--- src/design/rbsi_pkg.sv ---
// -----------------------------------------------------------------------------
// rbsi_pkg
// Shared constants for the segment versus box slab test.
// -----------------------------------------------------------------------------
`default_nettype none

package rbsi_pkg;

   localparam int FRAC_BITS_DEF = 16;   // parameter fraction bits (Q1.16)
   localparam int COORD_W       = 32;   // coordinate width, signed
   localparam int NUM_AXES      = 3;
   localparam int CSR_IDX_W     = 3;

   // register map
   localparam logic [CSR_IDX_W-1:0] CSR_BOX_MIN_X = 3'd0;
   localparam logic [CSR_IDX_W-1:0] CSR_BOX_MIN_Y = 3'd1;
   localparam logic [CSR_IDX_W-1:0] CSR_BOX_MIN_Z = 3'd2;
   localparam logic [CSR_IDX_W-1:0] CSR_BOX_MAX_X = 3'd3;
   localparam logic [CSR_IDX_W-1:0] CSR_BOX_MAX_Y = 3'd4;
   localparam logic [CSR_IDX_W-1:0] CSR_BOX_MAX_Z = 3'd5;

endpackage

`default_nettype wire

--- src/design/rbsi_point.sv ---
// -----------------------------------------------------------------------------
// rbsi_point
// Entry point on one axis: origin + floor(delta * t), saturated to 32 bits.
// -----------------------------------------------------------------------------
`default_nettype none

module rbsi_point import rbsi_pkg::*; #(
   parameter int FRAC_BITS = FRAC_BITS_DEF
) (
   input  logic                clock,
   input  logic                en,
   input  logic signed [31:0]  org,
   input  logic signed [31:0]  dlt,
   input  logic [FRAC_BITS:0]  lo,
   output logic signed [31:0]  pt
);

   localparam int PW = 34 + FRAC_BITS;
   localparam logic signed [34:0] PT_MAX = 35'sh0_7FFF_FFFF;
   localparam logic signed [34:0] PT_MIN = -35'sh0_8000_0000;

   logic signed [PW-1:0] prod_ff, prod_in;
   logic signed [31:0]   org_ff;
   logic signed [PW-1:0] shifted;
   logic signed [34:0]   sum;

   assign prod_in = PW'(dlt) * $signed(PW'({1'b0, lo}));

   always_ff @(posedge clock) begin
      if (en) begin
         prod_ff <= prod_in;
         org_ff  <= org;
      end
   end

   // arithmetic shift is the floor
   assign shifted = prod_ff >>> FRAC_BITS;
   assign sum     = 35'(org_ff) + 35'($signed(shifted[33:0]));

   always_comb begin
      if (sum > PT_MAX) begin
         pt = 32'sh7FFF_FFFF;
      end else if (sum < PT_MIN) begin
         pt = 32'sh8000_0000;
      end else begin
         pt = sum[31:0];
      end
   end

endmodule

`default_nettype wire

--- config.mk ---
export PLATFORM = sky130hd
export DESIGN_NAME = rbsi_point
export DESIGN_NICKNAME = d
export VERILOG_FILES = /design/src/design/rbsi_pkg.sv /design/src/design/rbsi_point.sv
export SDC_FILE = /design/constraint.sdc
export NUM_CORES = 1
export LEC_CHECK = 0
export BUFFER_PORTS_ARGS = -buffer_cell sky130_fd_sc_hd__clkbuf_2
export CAP_MARGIN = 0
export CORE_UTILIZATION = 65
export CTS_CLUSTER_SIZE = 14
export DETAILED_ROUTE_END_ITERATION = 8
export PLACE_DENSITY_LB_ADDON = 0.12
export SLEW_MARGIN = 20
export SYNTH_ARGS = -nofsm -noshare
export SYNTH_HDL_FRONTEND = slang
export SYNTH_SLANG_ARGS = --single-unit
--- constraint.sdc ---
create_clock -name clock -period 7.47 [get_ports clock]
set_input_delay 0.3735 -clock clock [delete_from_list [all_inputs] [get_ports clock]]
set_output_delay 0.3735 -clock clock [all_outputs]
set_load 0.05 [all_outputs]
==> flow_summary.yaml <==
global_routing:
  grt_max_degree: 67
  grt_overflow_total: 0
  grt.total_usage: 0.321
  grt_pass1_wl_um: 88800
  grt_pass1_vias: 17400
  antenna_found_initial: 1
route:
  drc_errors: 0
  routed_wirelength_um: 53800
  vias: 16100
  vias_per_cell: 5.53
  dr.pass1.iters: 5
  wl_per_cell_um: 18.5
  ant_nets: 0
  drt_iter0_drc: 1155
placement:
  port_buffers: 114
  gp_congestion: 0.935
  placed_area_mm2: 0.0236
  dpl.hpwl_um: 45800
  place_ws_ps: 168
logic_synthesis:
  synth_ff_type: "edfxtp_1"
  syn_area_per_cell_um2: 9.41
  ys.warnings.count: 0
  synthCells: 2390
  synth_compound_area_frac: 0.0685
  yosysTopAreaCell: "fa_1"
  synth_cell_types: 58
  synth_fa_ha_area_frac: 0.546
  synth.top_cell.area_share: 0.463
  synth_area_leaders: "fa_1 46%, inv_1 9.8%, and2_1 9.1%, edfxtp_1 8.8%, ha_1 8.3%"
  async_reset_ff_frac: 0
  synth_top_family_by_area: "adder cells"
  yosysMostFrequentCell: "inv_1"
  synth_seq_cells: 66
  synth_seq_area_share: 0.0881
  synthSimpleGateAreaFrac: 0.157
  muxShareOfSynthArea: 0
  synth_edf_count: 66
  syn_area_mm2: 0.0225
  synth_common_cells: "586 x inv_1, 520 x fa_1, 326 x and2_1"
  synth_fp_nets: 3142
  synth_xor_area_frac: 0.0261
floorplan:
  dieArea_mm2: 0.0353
  die_w_um: 188
  start_util: 0.666
  io_pins: 115
  die_h_um: 188
  rows: 67
  core-area_mm2: 0.0338
clocking:
  clkSinkCount: 66
  clk_pin_slew_ps: 60
  max-clock-path-buffers: 2
  cts_tree: "built"
  cts-hold-fix-buffers: 0
  h-tree-depth: 3
  ctsResizeCount: 0
  root_buffer: "clkbuf_16"
  numCtsBuffers: 9
  cts_setup_buffers: 0
sta:
  layout_min_cycle_time_ps: 6970
  tightestPinTransition_ps: 800
  hold_viol: 0
  rsz0062_at_grt: "false"
  slew_headroom: 0.467
  setup_viol: 0
  finalWorstSetupSlack_ps: 505
  fin_crit_sh: 0.932
  final_max_slew_viol_count: 0
  fmaxAchievable_mhz: 144
  tns_ps: 0
final_layout:
  multi_input_area_mm2: 0.0179
  layout-drive-gt1-share: 0.0753
  syn2layout_area_growth_pct: 6.37
  layout.nets: 3216
  utilization: 0.708
  antennaDiodeCount: 0
  seqCellArea_mm2: 0.00198
  stdcell_area_mm2: 0.0239
  nFillCells: 2621
min_path:
  hp-class: "input port to register"
critical_path:
  required_ps: 7560
  critPathArrivalTime_ps: 7050
  critPathKind: "input port to register"
  start_kind: "input port"
  cp_max_fo: 17
  end_kind: "register"
outcome:
  outcome: "completed"
run:
  drv_cap: 0
==> critical path: stages <==
cell and delay (ps):
clkbuf_2 290, and2_1 300, fa_1 540, inv_1 60, fa_1 550, fa_1 450
fa_1 560, inv_1 50, fa_1 500, fa_1 420, ha_1 330, a21oi_1 70
a21boi_0 610, o2111a_1 320, o31ai_1 160, o211a_1 350, o41ai_4 410, a41oi_1 220
o21bai_1 230, a21oi_1 120, xnor2_1 130
==> stage by stage <==
step           hold slack (ps)  instances
2_1_floorplan              472       2390
3_3_place_gp               551       2900
3_5_place_dp               552       2900
4_1_cts                    202       2916
5_1_grt                    197       2917
6_report                   200       2917
==> layout by cell type (no fill, tap or decap), types with 5 or more instances in the layout <==
cell type	Yosys	routed
nor3_1	8	8
o211ai_1	7	7
nand4_1	10	10
edfxtp_1	66	66
nand3_1	13	13
a21o_1	57	57
ha_1	149	149
xnor2_1	49	49
buf_4	1	44
nand2_1	250	250
o21bai_1	12	12
clkbuf_2	0	113
and2_1	326	326
a21oi_1	64	64
nor2b_1	13	13
xor2_1	18	18
inv_1	586	586
and3_1	5	5
o21ai_0	26	26
a211oi_1	10	10
clkbuf_16	0	9
nor2_1	35	35
fa_1	520	520
o31ai_1	5	5
o21a_1	13	13
nand2b_1	7	7
==> final cells by class <==
| cell class | instances | share of cell area |
|---|---|---|
| repair buffers | 159 | 0.0381 |
| well taps | 448 | 0.0234 |
| flip-flops and latches | 66 | 0.0828 |
| clock inverters | 7 | 0.00413 |
| inverters | 586 | 0.0919 |
| multi-input cells | 1642 | 0.750 |
| clock buffers | 9 | 0.00941 |
==> worst paths after layout <==
kind    start                    end  slack [ps]  depth (start not counted)
max     lo[3]  prod_ff[49]$_DFFE_PP_         500                         21
min   org[27]   org_ff[27]$_DFFE_PP_         200                          1
==> metal layers <==
| metal | wire length, um | up-vias | global-route usage |
|---|---|---|---|
| li1 | - | 7245 | - |
| met1 | 23200 | 8093 | 0.459 |
| met2 | 24000 | 745 | 0.496 |
| met3 | 5860 | 56 | 0.0883 |
| met4 | 701 | 0 | 0.0635 |
| met5 | 0 | - | 0 |
==> cell families (layout without fill, tap and decap cells) <==
kind of cell / after synthesis / in the layout
AOI/OAI and AO/OA: 227 / 227
adders and majority gates: 669 / 669
and+or+nand+nor: 679 / 679
buffers and inverters: 682 / 761
xor gates and xnor gates: 67 / 67
DFF: 66 / 66
==> registers in the layout, indices dropped and copies added (netlist names) <==
signal   count
org_ff      32
prod_ff     34
Power is left out: the tool's default activity adds up to more than one toggle a clock period on the data nets, which glitch-free logic cannot reach.
