**src/design/rbsi_pkg.sv**
```systemverilog
// -----------------------------------------------------------------------------
// rbsi_pkg
// Shared constants for the segment versus box slab test.
// -----------------------------------------------------------------------------
`default_nettype none

package rbsi_pkg;

   localparam int FRAC_BITS_DEF = 16;   // parameter fraction bits (Q1.16)
   localparam int COORD_W       = 32;   // coordinate width, signed
   localparam int NUM_AXES      = 3;
   localparam int CSR_IDX_W     = 3;

   // register map
   localparam logic [CSR_IDX_W-1:0] CSR_BOX_MIN_X = 3'd0;
   localparam logic [CSR_IDX_W-1:0] CSR_BOX_MIN_Y = 3'd1;
   localparam logic [CSR_IDX_W-1:0] CSR_BOX_MIN_Z = 3'd2;
   localparam logic [CSR_IDX_W-1:0] CSR_BOX_MAX_X = 3'd3;
   localparam logic [CSR_IDX_W-1:0] CSR_BOX_MAX_Y = 3'd4;
   localparam logic [CSR_IDX_W-1:0] CSR_BOX_MAX_Z = 3'd5;

endpackage

`default_nettype wire

```
**src/design/rbsi_slab_div.sv**
```systemverilog
// -----------------------------------------------------------------------------
// rbsi_slab_div
// Pipelined restoring divider, one quotient bit per stage, result clamped
// to [-1 lsb, 1.0 + 1 lsb] which keeps every slab comparison intact.
// -----------------------------------------------------------------------------
`default_nettype none

module rbsi_slab_div import rbsi_pkg::*; #(
   parameter int FRAC_BITS = FRAC_BITS_DEF
) (
   input  logic                       clock,
   input  logic                       en,
   input  logic [32:0]                num_mag,
   input  logic [31:0]                den_mag,
   input  logic                       neg,
   output logic signed [FRAC_BITS+2:0] quot
);

   localparam int NUM_W = 33 + FRAC_BITS;
   localparam int STEPS = FRAC_BITS + 2;
   localparam int Q_W   = FRAC_BITS + 3;
   localparam logic signed [Q_W-1:0] Q_TOP = Q_W'((1 << FRAC_BITS) + 1);

   logic [NUM_W-1:0] rem_ff [STEPS+1];
   logic [31:0]      den_ff [STEPS+1];
   logic [STEPS-1:0] qb_ff  [STEPS+1];
   logic [STEPS:0]   neg_ff;
   logic [STEPS:0]   sat_ff;
   logic signed [Q_W-1:0] quot_ff, quot_in;

   // load: quotient would need more than STEPS bits -> saturate
   always_ff @(posedge clock) begin
      if (en) begin
         rem_ff[0] <= {num_mag, FRAC_BITS'(0)};
         den_ff[0] <= den_mag;
         qb_ff[0]  <= '0;
         neg_ff[0] <= neg;
         sat_ff[0] <= ({1'b0, num_mag} >= {den_mag, 2'b00});
      end
   end

   for (genvar j = 0; j < STEPS; j++) begin : g_step
      localparam int K = STEPS - 1 - j;
      logic [NUM_W-1:0] trial;
      logic             ge;
      assign trial = NUM_W'(den_ff[j]) << K;
      assign ge    = (rem_ff[j] >= trial);
      always_ff @(posedge clock) begin
         if (en) begin
            rem_ff[j+1] <= ge ? (rem_ff[j] - trial) : rem_ff[j];
            den_ff[j+1] <= den_ff[j];
            qb_ff[j+1]  <= qb_ff[j] | (STEPS'(ge) << K);
            neg_ff[j+1] <= neg_ff[j];
            sat_ff[j+1] <= sat_ff[j];
         end
      end
   end

   always_comb begin
      if (sat_ff[STEPS]) begin
         quot_in = neg_ff[STEPS] ? '1 : Q_TOP;
      end else if (neg_ff[STEPS]) begin
         quot_in = (qb_ff[STEPS] == '0) ? '0 : '1;
      end else if ($signed({1'b0, qb_ff[STEPS]}) > Q_TOP) begin
         quot_in = Q_TOP;
      end else begin
         quot_in = $signed({1'b0, qb_ff[STEPS]});
      end
   end

   always_ff @(posedge clock) begin
      if (en) begin
         quot_ff <= quot_in;
      end
   end

   assign quot = quot_ff;

endmodule

`default_nettype wire

```
**config.mk**
```make
export PLATFORM = sky130hd
export DESIGN_NAME = rbsi_slab_div
export DESIGN_NICKNAME = d
export VERILOG_FILES = /design/src/design/rbsi_pkg.sv /design/src/design/rbsi_slab_div.sv
export SDC_FILE = /design/constraint.sdc
export NUM_CORES = 2
export LEC_CHECK = 0
export BUFFER_PORTS_ARGS = -buffer_cell sky130_fd_sc_hd__clkbuf_2
export CAP_MARGIN = 5
export CELL_PAD_IN_SITES_DETAIL_PLACEMENT = 2
export CELL_PAD_IN_SITES_GLOBAL_PLACEMENT = 2
export CORE_MARGIN = 5
export CORE_UTILIZATION = 44
export CTS_CLUSTER_DIAMETER = 150
export DETAILED_ROUTE_END_ITERATION = 6
export PLACE_DENSITY = 0.88
export SLEW_MARGIN = 20
export SYNTH_ARGS = -nofsm -noshare
export SYNTH_HDL_FRONTEND = slang
export SYNTH_SLANG_ARGS = --single-unit
```
**constraint.sdc**
```tcl
create_clock -name clock -period 5 [get_ports clock]
set_input_delay 1 -clock clock [delete_from_list [all_inputs] [get_ports clock]]
set_output_delay 1 -clock clock [all_outputs]
set_load 0.005 [all_outputs]
```
==> metrics.cfg <==
[timing]
setup_violations=0
skew_ns=0.0301
finalHoldViolations=0
rsz0062_at_grt=false
period_needed_ns=4.79
final_max_slew_viol_count=0
period_share_pct=95.8
tns_ns=0
max-slew-margin-rel_pct=20.1
worst_pin_slew_ns=1.19
hold-worst-slack_ns=0.364
clock.fmax_mhz=209

[run]
cap_viol_max_count=0

[placed_design]
placed_cells=10600
routabilityCongestion=0.950
placed_cell_area_um2=90600
place_hpwl_mm=209
port_buffers=86

[global_routing]
grt_pass1_wl_mm=433
grt_pass1_vias=73900
globalRouteTotalUtil_pct=26.9
grt_max_degree=126
antenna_found_initial=5
overflow=0

[finish]
drive_gt1_share_pct=7.08
fin_area_um2=96100
multi_input_area_um2=37200
final_cells=10900
syn2layout_area_growth_pct=11.2
layout.nets=8822
seq_area_um2=45600
fillers=19500

[synthesis]
synth.top_cell.area_share_pct=52.8
synthArstFlopShare_pct=0
ys_seq_area_share_pct=52.8
synthCells=7983
synth_common_cells=1518 x edfxtp_1, 762 x inv_1, 661 x nand2_1
yosysWarnings=0
synth-xor-area-share_pct=6.10
synth_top_cell_by_area=edfxtp_1
synthMuxAreaShare_pct=0.886
synth_top_family_by_area=compound AO/OA/AOI/OAI gates
synth_compound_area_share_pct=15.7
synth-simple-area-share_pct=11.0
synth_area_leaders=edfxtp_1 53%, ha_1 8.8%, o21ai_0 3.7%, a21oi_1 3.6%, inv_1 3.3%
netlist_area_um2=86400
ys_seq_elements=1518
ys.flop_type=edfxtp_1
synth_cell_type_count=93
synth_edf_count=1518
synth_most_common_cell=edfxtp_1
synth_fa_ha_area_share_pct=9.17
syn_area_per_cell_um2=10.8
syn_nets=8674

[hold_path]
hold_path.class=input port to register
holdPathStages=1
worstHoldStart=neg
hold_path_end=neg_ff[0]

[worst_setup_path]
rr_startpoint=den_ff[10][0]
ff2ff_setup_slack_ns=0.21
max_stage_delay_ns=0.60
crit_arrival_ns=5.37
endpoint_kind=register
cp_common_cell=o21ai_0
crit_chain=fa_1, nor2b_1, o31a_1, o41ai_1, o21ai_0, o21ai_0, buf_4, o21ai_0, a31oi_4, or2_2, nor3_1, xor2_1
cp-startpoint=den_ff[10][0]
reg2reg_to=rem_ff[11][42]
r2r_cells=12
critical-path-slowest-cell=o21ai_0
cp.required_ns=5.58
crit_path_start_kind=register
crit_fanout=12
critPathKind=register to register

[floorplan]
num_rows=162
num_io_pins=87
dieHeight_um=453
dieArea_um2=205000
core-area_um2=195000
start_util_pct=44.3
die_x_um=453

[drt]
wl_mm=281
drc_errors=0
num_vias=63600
vias_per_cell=5.84
wl_per_cell_um=25.8
firstDrtPassIters=7
drt_iter0_drc=3517
ant_nets=0

[pwr]
leakage_nw=38.2
ir_drop_mv=0.306
p_per_area_nw_per_um2=610
p_total_mw=58.6

[clocking]
path_clk_slew_ns=0.06
ctsLongestPathBuffers=3
post_cts_resized=0
numClockSinks=1518
clock-root-buffer=clkbuf_16
htree_levels=4
cts_made_buffers=175
post_cts.repair.setup_buffers=0
cts_tree=done
hold_buffers=0
worstSkewPairLatency_ns=0.83

[run_status]
status=complete, no violations

-- per-layer routing --
metal  global-route usage [%]  routed length [um]
met1                     24.6               93500
met2                     54.2              157000
met3                     2.98                6530
met4                     19.1               23400
met5                        0                   0
-- how the worst max path moves through the flow --
| stage | end | slack (ns) | depth (start not counted) |
|---|---|---|---|
| after floorplan | rem_ff[5][26] | 1.44 | 13 |
| after global placement | rem_ff[17][42] | 0.37 | 12 |
| after detailed placement | rem_ff[17][42] | 0.31 | 12 |
| after CTS | rem_ff[17][42] | 0.26 | 12 |
| after global routing | rem_ff[11][42] | 0.09 | 12 |
| final | rem_ff[11][42] | 0.21 | 12 |
-- cells in the final DEF (no fill, tap or decap), drive strengths merged, types with 19 or more instances in the layout --
| master | instances |
|---|---|
| edfxtp | 1518 |
| inv | 771 |
| nand2 | 662 |
| o21ai | 639 |
| a21oi | 628 |
| ha | 606 |
| nor2 | 458 |
| a21o | 330 |
| xnor2 | 322 |
| clkbuf | 299 |
| xor2 | 280 |
| nand4 | 134 |
| nand3 | 130 |
| nor3 | 129 |
| buf | 124 |
| clkinv | 84 |
| o21bai | 78 |
| nor2b | 78 |
| nand2b | 75 |
| a31oi | 74 |
| mux2 | 65 |
| nor4 | 62 |
| o21a | 60 |
| and3 | 52 |
| o31ai | 52 |
| or3 | 42 |
| and2 | 36 |
| a211oi | 36 |
| or4 | 27 |
| o211ai | 27 |
| or2 | 25 |
| a21boi | 25 |
| o31a | 23 |
| a2111oi | 23 |
| a221oi | 19 |
-- critical path: cells and delay by family, from the launching register on --
kind / cells / cell delay (ns)
compound gates: 6 / 2.07
fa+ha+maj: 1 / 0.49
simple gates: 3 / 0.93
buf+inv: 1 / 0.21
xor+xnor: 1 / 0.40
flops: 1 / 0.46
-- power breakdown --
| group | internal (mW) | switching, mW |
|---|---|---|
| clock network | 7.18 | 5.39 |
| logic | 9.66 | 15.9 |
| registers | 18.4 | 2.15 |
| total | 35.2 | 23.4 |
-- cells by family (layout without fill, tap and decap cells) --
family,Yosys count,count (layout)
AO/OA/AOI/OAI,2182,2182
buffers and inverters,1004,1295
XOR/XNOR,602,602
AND/OR/NAND/NOR,1986,1986
flip-flops,1518,1518
multiplexers,68,68
adder cells (fa/ha/maj),623,623
other,0,2
-- flip-flops by register name, summed over array words and instances, names as in the netlist --
name	cells
den_ff	576
rem_ff	714
sat_ff	19
neg_ff	19
qb_ff	171
quot	19
-- through the flow --
step | utilization (%) | worst slack (ns)
after CTS | 49.2 | 0.260
final | 49.2 | 0.211
after global routing | 49.2 | 0.0938
after detailed placement | 46.4 | 0.310
after floorplan | - | 1.44
after global placement | 46.4 | 0.366
-- final cells by class --
type / instances / area share (%)
Clock buffer: 214 / 4.73
Multi-Input combinational cell: 5461 / 38.7
Antenna cell: 2 / 0.00521
Sequential cell: 1518 / 47.4
Tap cell: 2624 / 3.42
Clock inverter: 106 / 0.975
Timing Repair Buffer: 209 / 1.72
Inverter: 766 / 2.99
Power figures use the tool's default switching activity.
